## src/bppd_pkg.sv

```systemverilog
// ----------------------------------------------------------------------------
// bppd_pkg
// Types, constants and colour helpers shared by the packet decoder modules.
// ----------------------------------------------------------------------------
`default_nettype none

package bppd_pkg;

   localparam int MAX_PACKET_BYTES_DEFAULT = 1500;
   localparam logic [15:0] WIDTH_RESET  = 16'd64;
   localparam logic [15:0] HEIGHT_RESET = 16'd32;

   // Register indexes on the csr port
   localparam int REG_WIDTH  = 0;
   localparam int REG_HEIGHT = 1;

   // Packet format codes (byte 0)
   localparam logic [7:0] FMT_COORD16  = 8'd0;
   localparam logic [7:0] FMT_COORD12  = 8'd1;
   localparam logic [7:0] FMT_PACKED   = 8'd2;
   localparam logic [7:0] FMT_FIXED    = 8'd3;

   // Record lengths in bytes, without the alpha extension
   localparam logic [3:0] LEN_COORD16 = 4'd7;
   localparam logic [3:0] LEN_COORD12 = 4'd6;
   localparam logic [3:0] LEN_PACKED  = 4'd4;
   localparam logic [3:0] LEN_FIXED   = 4'd3;

   localparam int RECORD_BYTES = 7;
   localparam int ALPHA_BIT    = 0;
   localparam int QUEUE_DEPTH  = 2;

   typedef enum logic [1:0] {
      COLOR_DIRECT   = 2'd0,
      COLOR_RGB332   = 2'd1,
      COLOR_RGBA2222 = 2'd2
   } color_mode_type;

   typedef struct packed {
      logic [15:0]    x;
      logic [15:0]    y;
      color_mode_type mode;
      logic [7:0]     c0;
      logic [7:0]     c1;
      logic [7:0]     c2;
   } pixel_type;

   // 3-bit field times 31
   function automatic logic [7:0] scale3(input logic [2:0] v);
      logic [7:0] w;
      w = {5'd0, v};
      return (w << 5) - w;
   endfunction

   // 2-bit field times 63
   function automatic logic [7:0] scale2(input logic [1:0] v);
      logic [7:0] w;
      w = {6'd0, v};
      return (w << 6) - w;
   endfunction

endpackage

`default_nettype wire

```

## src/bppd_front.sv

```systemverilog
// ----------------------------------------------------------------------------
// bppd_front
// Byte parser: tracks packet position, collects records, checks coordinates.
// ----------------------------------------------------------------------------
`default_nettype none

module bppd_front #(
   parameter int MAX_PACKET_BYTES = bppd_pkg::MAX_PACKET_BYTES_DEFAULT
) (
   input  wire logic               clock,
   input  wire logic               reset,
   input  wire logic               in_valid,
   input  wire logic               in_ready,
   input  wire logic [7:0]         data_byte,
   input  wire logic               last_byte,
   input  wire logic [15:0]        screen_width,
   input  wire logic [15:0]        screen_height,
   output logic                    push_valid,
   output bppd_pkg::pixel_type     push_data
);

   localparam int POS_W = $clog2(MAX_PACKET_BYTES);
   localparam logic [POS_W-1:0] POS_LIMIT = POS_W'(MAX_PACKET_BYTES - 1);
   localparam int RB = bppd_pkg::RECORD_BYTES;

   logic [POS_W-1:0] pos_ff, pos_in;
   logic [7:0]       fmt_ff, fmt_in;
   logic [7:0]       flags_ff, flags_in;
   logic [2:0]       idx_ff, idx_in;
   logic             stopped_ff, stopped_in;
   logic [7:0]       store_ff [RB];

   logic       accept, active, in_records, known, alpha, complete, oob;
   logic [3:0] len, cnt;
   logic [7:0] rec [RB];
   logic [15:0] x, y;

   assign accept     = in_valid && in_ready;
   assign active     = pos_ff < POS_LIMIT;
   assign in_records = pos_ff >= POS_W'(2);
   assign known      = fmt_ff[7:2] == 6'd0;
   assign alpha      = flags_ff[bppd_pkg::ALPHA_BIT];
   assign cnt        = {1'b0, idx_ff} + 4'd1;

   always_comb begin
      case (fmt_ff)
         bppd_pkg::FMT_COORD16: len = bppd_pkg::LEN_COORD16 + {3'd0, alpha};
         bppd_pkg::FMT_COORD12: len = bppd_pkg::LEN_COORD12 + {3'd0, alpha};
         bppd_pkg::FMT_PACKED:  len = bppd_pkg::LEN_PACKED;
         bppd_pkg::FMT_FIXED:   len = bppd_pkg::LEN_FIXED;
         default:               len = 4'd0;
      endcase
   end

   // Record bytes as seen with the current byte merged in
   always_comb begin
      for (int i = 0; i < RB; i++) begin
         rec[i] = (idx_ff == 3'(i)) ? data_byte : store_ff[i];
      end
   end

   always_comb begin
      if (fmt_ff == bppd_pkg::FMT_COORD16) begin
         x = {rec[1], rec[0]};
         y = {rec[3], rec[2]};
      end else begin
         x = {4'd0, rec[1][3:0], rec[0]};
         y = {4'd0, rec[2], rec[1][7:4]};
      end
   end

   assign oob      = (x >= screen_width) || (y >= screen_height);
   assign complete = accept && active && in_records && !stopped_ff && known && (cnt >= len);
   assign push_valid = complete && !oob;

   always_comb begin
      push_data.x  = x;
      push_data.y  = y;
      push_data.c1 = 8'd0;
      push_data.c2 = 8'd0;
      case (fmt_ff)
         bppd_pkg::FMT_COORD16: begin
            push_data.mode = bppd_pkg::COLOR_DIRECT;
            push_data.c0   = rec[4];
            push_data.c1   = rec[5];
            push_data.c2   = rec[6];
         end
         bppd_pkg::FMT_COORD12: begin
            push_data.mode = bppd_pkg::COLOR_DIRECT;
            push_data.c0   = rec[3];
            push_data.c1   = rec[4];
            push_data.c2   = rec[5];
         end
         bppd_pkg::FMT_PACKED: begin
            push_data.mode = alpha ? bppd_pkg::COLOR_RGBA2222 : bppd_pkg::COLOR_RGB332;
            push_data.c0   = rec[3];
         end
         default: begin
            push_data.mode = bppd_pkg::COLOR_RGB332;
            push_data.c0   = flags_ff;
         end
      endcase
   end

   always_comb begin
      pos_in     = pos_ff;
      fmt_in     = fmt_ff;
      flags_in   = flags_ff;
      idx_in     = idx_ff;
      stopped_in = stopped_ff;
      if (accept) begin
         if (active) begin
            pos_in = pos_ff + POS_W'(1);
            if (pos_ff == POS_W'(0)) begin
               fmt_in = data_byte;
            end else if (pos_ff == POS_W'(1)) begin
               flags_in = data_byte;
               idx_in   = 3'd0;
            end else if (!stopped_ff && known) begin
               idx_in = (cnt < len) ? cnt[2:0] : 3'd0;
               if (complete && oob) begin
                  stopped_in = 1'b1;
               end
            end
         end
         if (last_byte) begin
            pos_in     = '0;
            idx_in     = 3'd0;
            stopped_in = 1'b0;
         end
      end
   end

   always_ff @(posedge clock) begin
      if (reset) begin
         pos_ff     <= '0;
         fmt_ff     <= 8'd0;
         flags_ff   <= 8'd0;
         idx_ff     <= 3'd0;
         stopped_ff <= 1'b0;
      end else begin
         pos_ff     <= pos_in;
         fmt_ff     <= fmt_in;
         flags_ff   <= flags_in;
         idx_ff     <= idx_in;
         stopped_ff <= stopped_in;
      end
   end

   // Record bytes: payload only, written before they are read
   always_ff @(posedge clock) begin
      if (accept && active && in_records && !stopped_ff && known && idx_ff != 3'd7) begin
         store_ff[idx_ff] <= data_byte;
      end
   end

endmodule

`default_nettype wire

```

## src/bppd_queue.sv

```systemverilog
// ----------------------------------------------------------------------------
// bppd_queue
// Short pixel queue between the parser and the colour stage.
// ----------------------------------------------------------------------------
`default_nettype none

module bppd_queue (
   input  wire logic                 clock,
   input  wire logic                 reset,
   input  wire logic                 push_valid,
   output logic                      push_ready,
   input  wire bppd_pkg::pixel_type  push_data,
   output logic                      pop_valid,
   input  wire logic                 pop_ready,
   output bppd_pkg::pixel_type       pop_data
);

   localparam int DEPTH = bppd_pkg::QUEUE_DEPTH;
   localparam int PTR_W = (DEPTH > 1) ? $clog2(DEPTH) : 1;
   localparam int CNT_W = $clog2(DEPTH + 1);

   bppd_pkg::pixel_type mem_ff [DEPTH];
   logic [PTR_W-1:0] wr_ff, wr_in, rd_ff, rd_in;
   logic [CNT_W-1:0] count_ff, count_in;
   logic             do_push, do_pop;

   assign push_ready = count_ff != CNT_W'(DEPTH);
   assign pop_valid  = count_ff != CNT_W'(0);
   assign pop_data   = mem_ff[rd_ff];
   assign do_push    = push_valid && push_ready;
   assign do_pop     = pop_valid && pop_ready;

   always_comb begin
      wr_in    = wr_ff;
      rd_in    = rd_ff;
      count_in = count_ff;
      if (do_push) begin
         wr_in = (wr_ff == PTR_W'(DEPTH - 1)) ? '0 : wr_ff + PTR_W'(1);
      end
      if (do_pop) begin
         rd_in = (rd_ff == PTR_W'(DEPTH - 1)) ? '0 : rd_ff + PTR_W'(1);
      end
      if (do_push && !do_pop) begin
         count_in = count_ff + CNT_W'(1);
      end else if (do_pop && !do_push) begin
         count_in = count_ff - CNT_W'(1);
      end
   end

   always_ff @(posedge clock) begin
      if (reset) begin
         wr_ff    <= '0;
         rd_ff    <= '0;
         count_ff <= '0;
      end else begin
         wr_ff    <= wr_in;
         rd_ff    <= rd_in;
         count_ff <= count_in;
      end
   end

   always_ff @(posedge clock) begin
      if (do_push) begin
         mem_ff[wr_ff] <= push_data;
      end
   end

endmodule

`default_nettype wire

```

## src/bppd_back.sv

```systemverilog
// ----------------------------------------------------------------------------
// bppd_back
// Colour expansion and the registered result stage.
// ----------------------------------------------------------------------------
`default_nettype none

module bppd_back (
   input  wire logic                 clock,
   input  wire logic                 reset,
   input  wire logic                 in_valid,
   output logic                      in_ready,
   input  wire bppd_pkg::pixel_type  in_data,
   output logic                      out_valid,
   input  wire logic                 out_ready,
   output logic [15:0]               pixel_x,
   output logic [15:0]               pixel_y,
   output logic [7:0]                red,
   output logic [7:0]                green,
   output logic [7:0]                blue
);

   logic        valid_ff, valid_in;
   logic [15:0] x_ff, y_ff;
   logic [7:0]  r_ff, g_ff, b_ff, r_in, g_in, b_in;
   logic        load;

   assign in_ready = !valid_ff || out_ready;
   assign load     = in_valid && in_ready;
   assign valid_in = load || (valid_ff && !out_ready);

   always_comb begin
      case (in_data.mode)
         bppd_pkg::COLOR_DIRECT: begin
            r_in = in_data.c0;
            g_in = in_data.c1;
            b_in = in_data.c2;
         end
         bppd_pkg::COLOR_RGBA2222: begin
            r_in = bppd_pkg::scale2(in_data.c0[7:6]);
            g_in = bppd_pkg::scale2(in_data.c0[5:4]);
            b_in = bppd_pkg::scale2(in_data.c0[3:2]);
         end
         default: begin
            r_in = bppd_pkg::scale3(in_data.c0[7:5]);
            g_in = bppd_pkg::scale3(in_data.c0[4:2]);
            b_in = bppd_pkg::scale2(in_data.c0[1:0]);
         end
      endcase
   end

   always_ff @(posedge clock) begin
      if (reset) begin
         valid_ff <= 1'b0;
      end else begin
         valid_ff <= valid_in;
      end
   end

   always_ff @(posedge clock) begin
      if (load) begin
         x_ff <= in_data.x;
         y_ff <= in_data.y;
         r_ff <= r_in;
         g_ff <= g_in;
         b_ff <= b_in;
      end
   end

   assign out_valid = valid_ff;
   assign pixel_x   = x_ff;
   assign pixel_y   = y_ff;
   assign red       = r_ff;
   assign green     = g_ff;
   assign blue      = b_ff;

endmodule

`default_nettype wire

```

## src/binary_pixel_packet_decoder_core.sv

```systemverilog
// ----------------------------------------------------------------------------
// binary_pixel_packet_decoder_core
// Byte-serial decoder of binary pixel packets into pixel x, y and RGB colour.
// ----------------------------------------------------------------------------
// Takes one packet byte per clock on the req stream (tlast marks the final
// byte of a packet) and emits one pixel on the rsp stream for every complete,
// in-range record. Byte 0 selects the format (0: 16-bit coordinates with
// three colour bytes, 1: 12-bit coordinates with three colour bytes, 2: 12-bit
// coordinates with a packed RGB332 or RGBA2222 colour, 3: 12-bit coordinates
// with an RGB332 colour taken from the flags byte); byte 1 holds the flags,
// whose bit 0 lengthens formats 0 and 1 by one ignored byte and selects
// RGBA2222 in format 2. A coordinate at or past screen_width/screen_height
// drops the rest of the packet; unknown formats, partial last records and
// bytes beyond MAX_PACKET_BYTES-1 produce nothing. Throughput is one byte per
// cycle while the queue has room; a finished record's pixel goes through the
// queue and the output register to rsp. The queue, two entries deep, and the
// output register let the parser keep accepting while rsp is stalled, until
// the queue fills. screen_width sits at csr address 0x0, screen_height at 0x4
// (low address bits are ignored); write them only while idle.
// ----------------------------------------------------------------------------
`default_nettype none

module binary_pixel_packet_decoder_core #(
   parameter int MAX_PACKET_BYTES = bppd_pkg::MAX_PACKET_BYTES_DEFAULT
) (
   input  wire logic        clock,
   input  wire logic        reset,
   // request stream
   input  wire logic        req_tvalid,
   output logic             req_tready,
   input  wire logic [7:0]  req_tdata,   // [7:0] data_byte
   input  wire logic        req_tlast,   // last_byte
   // result stream
   output logic             rsp_tvalid,
   input  wire logic        rsp_tready,
   output logic [55:0]      rsp_tdata,   // [15:0] pixel_x, [31:16] pixel_y,
                                         // [39:32] red, [47:40] green, [55:48] blue
   // register port
   input  wire logic        csr_psel,
   input  wire logic        csr_penable,
   input  wire logic        csr_pwrite,
   input  wire logic [2:0]  csr_paddr,
   input  wire logic [31:0] csr_pwdata,
   output logic [31:0]      csr_prdata,
   output logic             csr_pready
);

   logic [15:0] width_ff, width_in, height_ff, height_in;
   logic        csr_write;
   logic        reg_sel;

   logic                push_valid, push_ready;
   bppd_pkg::pixel_type push_data;
   logic                pop_valid, pop_ready;
   bppd_pkg::pixel_type pop_data;

   logic [15:0] pixel_x, pixel_y;
   logic [7:0]  red, green, blue;

   // Register port: zero wait states, word index from address bit 2
   assign csr_pready = 1'b1;
   assign csr_write  = csr_psel && csr_penable && csr_pwrite && csr_pready;
   assign reg_sel    = csr_paddr[2];

   always_comb begin
      width_in  = width_ff;
      height_in = height_ff;
      if (csr_write) begin
         if (reg_sel == 1'(bppd_pkg::REG_HEIGHT)) begin
            height_in = csr_pwdata[15:0];
         end else begin
            width_in = csr_pwdata[15:0];
         end
      end
   end

   always_ff @(posedge clock) begin
      if (reset) begin
         width_ff  <= bppd_pkg::WIDTH_RESET;
         height_ff <= bppd_pkg::HEIGHT_RESET;
      end else begin
         width_ff  <= width_in;
         height_ff <= height_in;
      end
   end

   assign csr_prdata = (reg_sel == 1'(bppd_pkg::REG_HEIGHT)) ? {16'd0, height_ff}
                                                             : {16'd0, width_ff};

   // Accept a byte whenever the queue has room, even with no pixel due
   assign req_tready = push_ready;

   bppd_front #(
      .MAX_PACKET_BYTES(MAX_PACKET_BYTES)
   ) u_front (
      .clock         (clock),
      .reset         (reset),
      .in_valid      (req_tvalid),
      .in_ready      (push_ready),
      .data_byte     (req_tdata),
      .last_byte     (req_tlast),
      .screen_width  (width_ff),
      .screen_height (height_ff),
      .push_valid    (push_valid),
      .push_data     (push_data)
   );

   bppd_queue u_queue (
      .clock      (clock),
      .reset      (reset),
      .push_valid (push_valid),
      .push_ready (push_ready),
      .push_data  (push_data),
      .pop_valid  (pop_valid),
      .pop_ready  (pop_ready),
      .pop_data   (pop_data)
   );

   bppd_back u_back (
      .clock     (clock),
      .reset     (reset),
      .in_valid  (pop_valid),
      .in_ready  (pop_ready),
      .in_data   (pop_data),
      .out_valid (rsp_tvalid),
      .out_ready (rsp_tready),
      .pixel_x   (pixel_x),
      .pixel_y   (pixel_y),
      .red       (red),
      .green     (green),
      .blue      (blue)
   );

   assign rsp_tdata = {blue, green, red, pixel_y, pixel_x};

endmodule

`default_nettype wire

```

## config.mk

```make
export PLATFORM = sky130hd
export DESIGN_NAME = binary_pixel_packet_decoder_core
export DESIGN_NICKNAME = d
export VERILOG_FILES = /design/src/bppd_pkg.sv /design/src/bppd_front.sv /design/src/bppd_queue.sv /design/src/bppd_back.sv /design/src/binary_pixel_packet_decoder_core.sv
export SDC_FILE = /design/constraint.sdc
export NUM_CORES = 1
export LEC_CHECK = 0
export BUFFER_PORTS_ARGS = -buffer_cell sky130_fd_sc_hd__clkbuf_2
export CAP_MARGIN = 20
export CORE_ASPECT_RATIO = 0.9
export CORE_MARGIN = 2
export CORE_UTILIZATION = 30
export CTS_BUF_LIST = sky130_fd_sc_hd__clkbuf_2
export CTS_CLUSTER_SIZE = 16
export DETAILED_ROUTE_END_ITERATION = 16
export HOLD_SLACK_MARGIN = 0.15
export PLACE_DENSITY_LB_ADDON = 0.05
export SYNTH_ARGS = -nofsm -noshare
export SYNTH_HDL_FRONTEND = slang
export SYNTH_SLANG_ARGS = --single-unit
```

## constraint.sdc

```tcl
create_clock -name clock -period 9.3 [get_ports clock]
set_input_delay 1.86 -clock clock [delete_from_list [all_inputs] [get_ports clock]]
set_output_delay 1.86 -clock clock [all_outputs]
set_load 0.02 [all_outputs]
```

==> results.cfg <==
[clock_network]
cts_buffers = 85
cts_root_buf = clkbuf_2
clock_path_buffers = 3
cts_tree = yes
cts_setup_buffers = 0
path_clk_slew_ps = 90
cts-htree-levels = 3
cts_resized = 0
cts_sinks = 297
insertion_delay_ps = 1040
hold_buffers = 0

[critical_path]
criticalPathCategory = flop to flop
crit_path_max_fanout = 31
endpoint = u_queue.mem_ff[1][16]
critPathLaunchType = flop
required_ps = 9930
cp.arrival_ps = 5820
timing.rr.end = u_queue.mem_ff[1][16]
r2r_slack_ps = 4100
r2r_start = u_front.idx_ff[0]
crit_start = u_front.idx_ff[0]
worstRegToRegCells = 12
cp-end-kind = flop

[yosys]
synth_area_sq_um = 13700
synth_top_area_share_pct = 50.1
syn_area_per_cell_sq_um = 12.1
synth-seq-cells = 297
async_reset_ff_share_pct = 0
synth_top_cell_by_area = edfxtp_1
yosys_most_used_dff = edfxtp_1
yosys_warnings = 0
synth.yosys.seq_area_share_pct = 60.2
netlist_top_cells_area = edfxtp_1, dfxtp_1, mux2i_1
synth.distinct_cells = 65
synthCells = 1126
synth_edf_count = 228

[route]
wl_met3_um = 1560
met2_length_um = 15300
wl_um = 36400
via_per_inst = 4.61
drtPass1Iterations = 5
wl_met1_um = 18700
drt_iter0_markers = 449
drt.antenna.violating_nets = 0
wl_per_cell_um = 18.7
vias = 8983
top_layer = met4
drc = 0

[power]
p_per_area_nw_per_um2 = 228
ir_drop_mv = 0.146
p_leak_uw = 0.00596

[layout]
multi_input_area_sq_um = 4960
fillCellCount = 4666
drive_above_1_share_pct = 23.7
area_delta_synth_final_pct = 13.9
nets = 1392
stdcell_area_sq_um = 15600
final_util_pct = 34.5
instances_no_fill = 1949
seq_area_sq_um = 8230

[timing]
tightest_slew_ps = 883
post-route-period-util_pct = 55.9
setup_tns_ps = 0
hold_viol_final = 0
clock_skew_ps = 69.9
relSlewSlack_pct = 41.1
report.final.slew_viol_count = 0
setup_viol = 0
rsz0062_at_grt = no
post-route-min-period_ps = 5200
holdWs_ps = 456
fmax_mhz = 192

[floorplanning]
die_area_sq_um = 47300
die_h_um = 207
ios = 142
die_w_um = 229
rows = 74
coreArea_sq_um = 45200
initial_core_util_pct = 30.3

[place]
dp_hpwl_um = 24300
dp_cells = 1799
place_area_sq_um = 14800
io_buffers = 106
routabilityCongestion = 0.757

[global_route]
grt_pass1_wl_um = 54900
grt_usage_pct = 15.6
overflow = 0
grt_max_degree = 63
grt_pass1_vias = 8908
antenna_found_initial = 2

[min_path]
worstHoldPathType = flop to flop

[status]
status = completed

[job]
drv_cap = 0
## cell usage after synthesis (all sizes together) (3+ instances only)
master  number
o31ai        4
inv         55
a211oi       7
nand2      124
mux2        54
nor2b        3
o211ai       3
nor2        90
dfxtp       69
o21bai       4
nor3        14
nand3       10
o21a         6
xor2         6
ha          62
edfxtp     228
a21o         3
or3          4
mux2i       96
a21oi       75
o21ai       53
nor4         3
o22ai       24
and3         3
clkbuf      40
nand2b      10
xnor2        7
nand4       10
buf         30
## cells in the final DEF, fill, tap and decap left out, drive strengths merged, types with 7 or more instances in the layout
master / count
nand3: 10
nor3: 14
mux2i: 96
dfxtp: 69
a21oi: 75
nand2b: 10
o21ai: 53
o22ai: 24
conb: 17
a211oi: 7
edfxtp: 228
nor2: 90
ha: 62
mux2: 54
inv: 55
clkinv: 19
nand2: 124
xnor2: 7
nand4: 10
clkbuf: 229
buf: 15
## registers in the layout, summed over array words and instances (netlist names), named ones only
signal	count
u_queue.mem_ff	116
u_front.stopped_ff	1
u_back.out_valid	1
u_back.green	8
u_front.store_ff	56
u_front.pos_ff	11
u_back.pixel_y	16
u_queue.count_ff	2
u_back.pixel_x	16
height_ff	16
u_front.flags_ff	8
width_ff	16
u_back.blue	8
u_front.fmt_ff	8
u_queue.wr_ff	1
u_queue.rd_ff	1
u_back.red	8
u_front.idx_ff	3
## cell families after synthesis
logic type,after synthesis,share of synthesized area [%]
compound gates,198,8.74
xor+xnor,13,0.833
fa+ha+maj,62,5.67
buf+inv,125,4.03
flops,297,60.2
mux,150,11.5
other cells,2,0.0549
simple gates,279,9.01
## metrics by stage
stage | power, uW | setup slack [ps]
floorplan | 2310 | 2230
global placement | 2620 | 2950
detailed placement | 2630 | 2930
CTS | 3640 | 3940
global route | 3780 | 3660
finish | 3550 | 4100
## critical path, stage by stage, from the launching register on
cell       delay, ps
dfxtp_1          490
inv_1            160
ha_1             260
nand2_1          340
mux2i_1          330
ha_1             270
nand2b_1         130
a2111oi_0        570
or4b_1           250
nand4_1          330
nor2_1           260
and4b_2          840
buf_4            530
## cell type report
| type | count | share of cell area (%) |
|---|---|---|
| multi-input cells | 719 | 31.9 |
| clock buffers | 123 | 3.95 |
| inverters | 55 | 1.33 |
| flip-flops and latches | 297 | 52.8 |
| well taps | 608 | 4.88 |
| diodes | 2 | 0.0321 |
| repair buffers | 121 | 4.11 |
| clock inverters | 24 | 0.988 |
## worst min path at each step
stage / cells past startpoint / startpoint / to / slack, ps
after global routing: 2 / width_ff[3] / width_ff[3] / 480
after detailed placement: 2 / width_ff[13] / width_ff[13] / 450
after CTS: 2 / width_ff[13] / width_ff[13] / 460
after floorplan: 2 / width_ff[10] / width_ff[10] / 440
final: 2 / width_ff[3] / width_ff[3] / 460
after global placement: 2 / width_ff[4] / width_ff[4] / 440
## metal layers
| layer | GRT usage (%) | up-vias |
|---|---|---|
| met5 | 0 | - |
| li1 | - | 4415 |
| met3 | 3.96 | 61 |
| met1 | 22.6 | 4307 |
| met4 | 5.22 | 0 |
| met2 | 22.5 | 200 |
## power breakdown
group          total [uW]  switching, uW  internal, uW
logic                 889            603           286
clock network         983            576           407
registers            1680           55.4          1630
No activity file was read; power rests on OpenSTA's default activity.
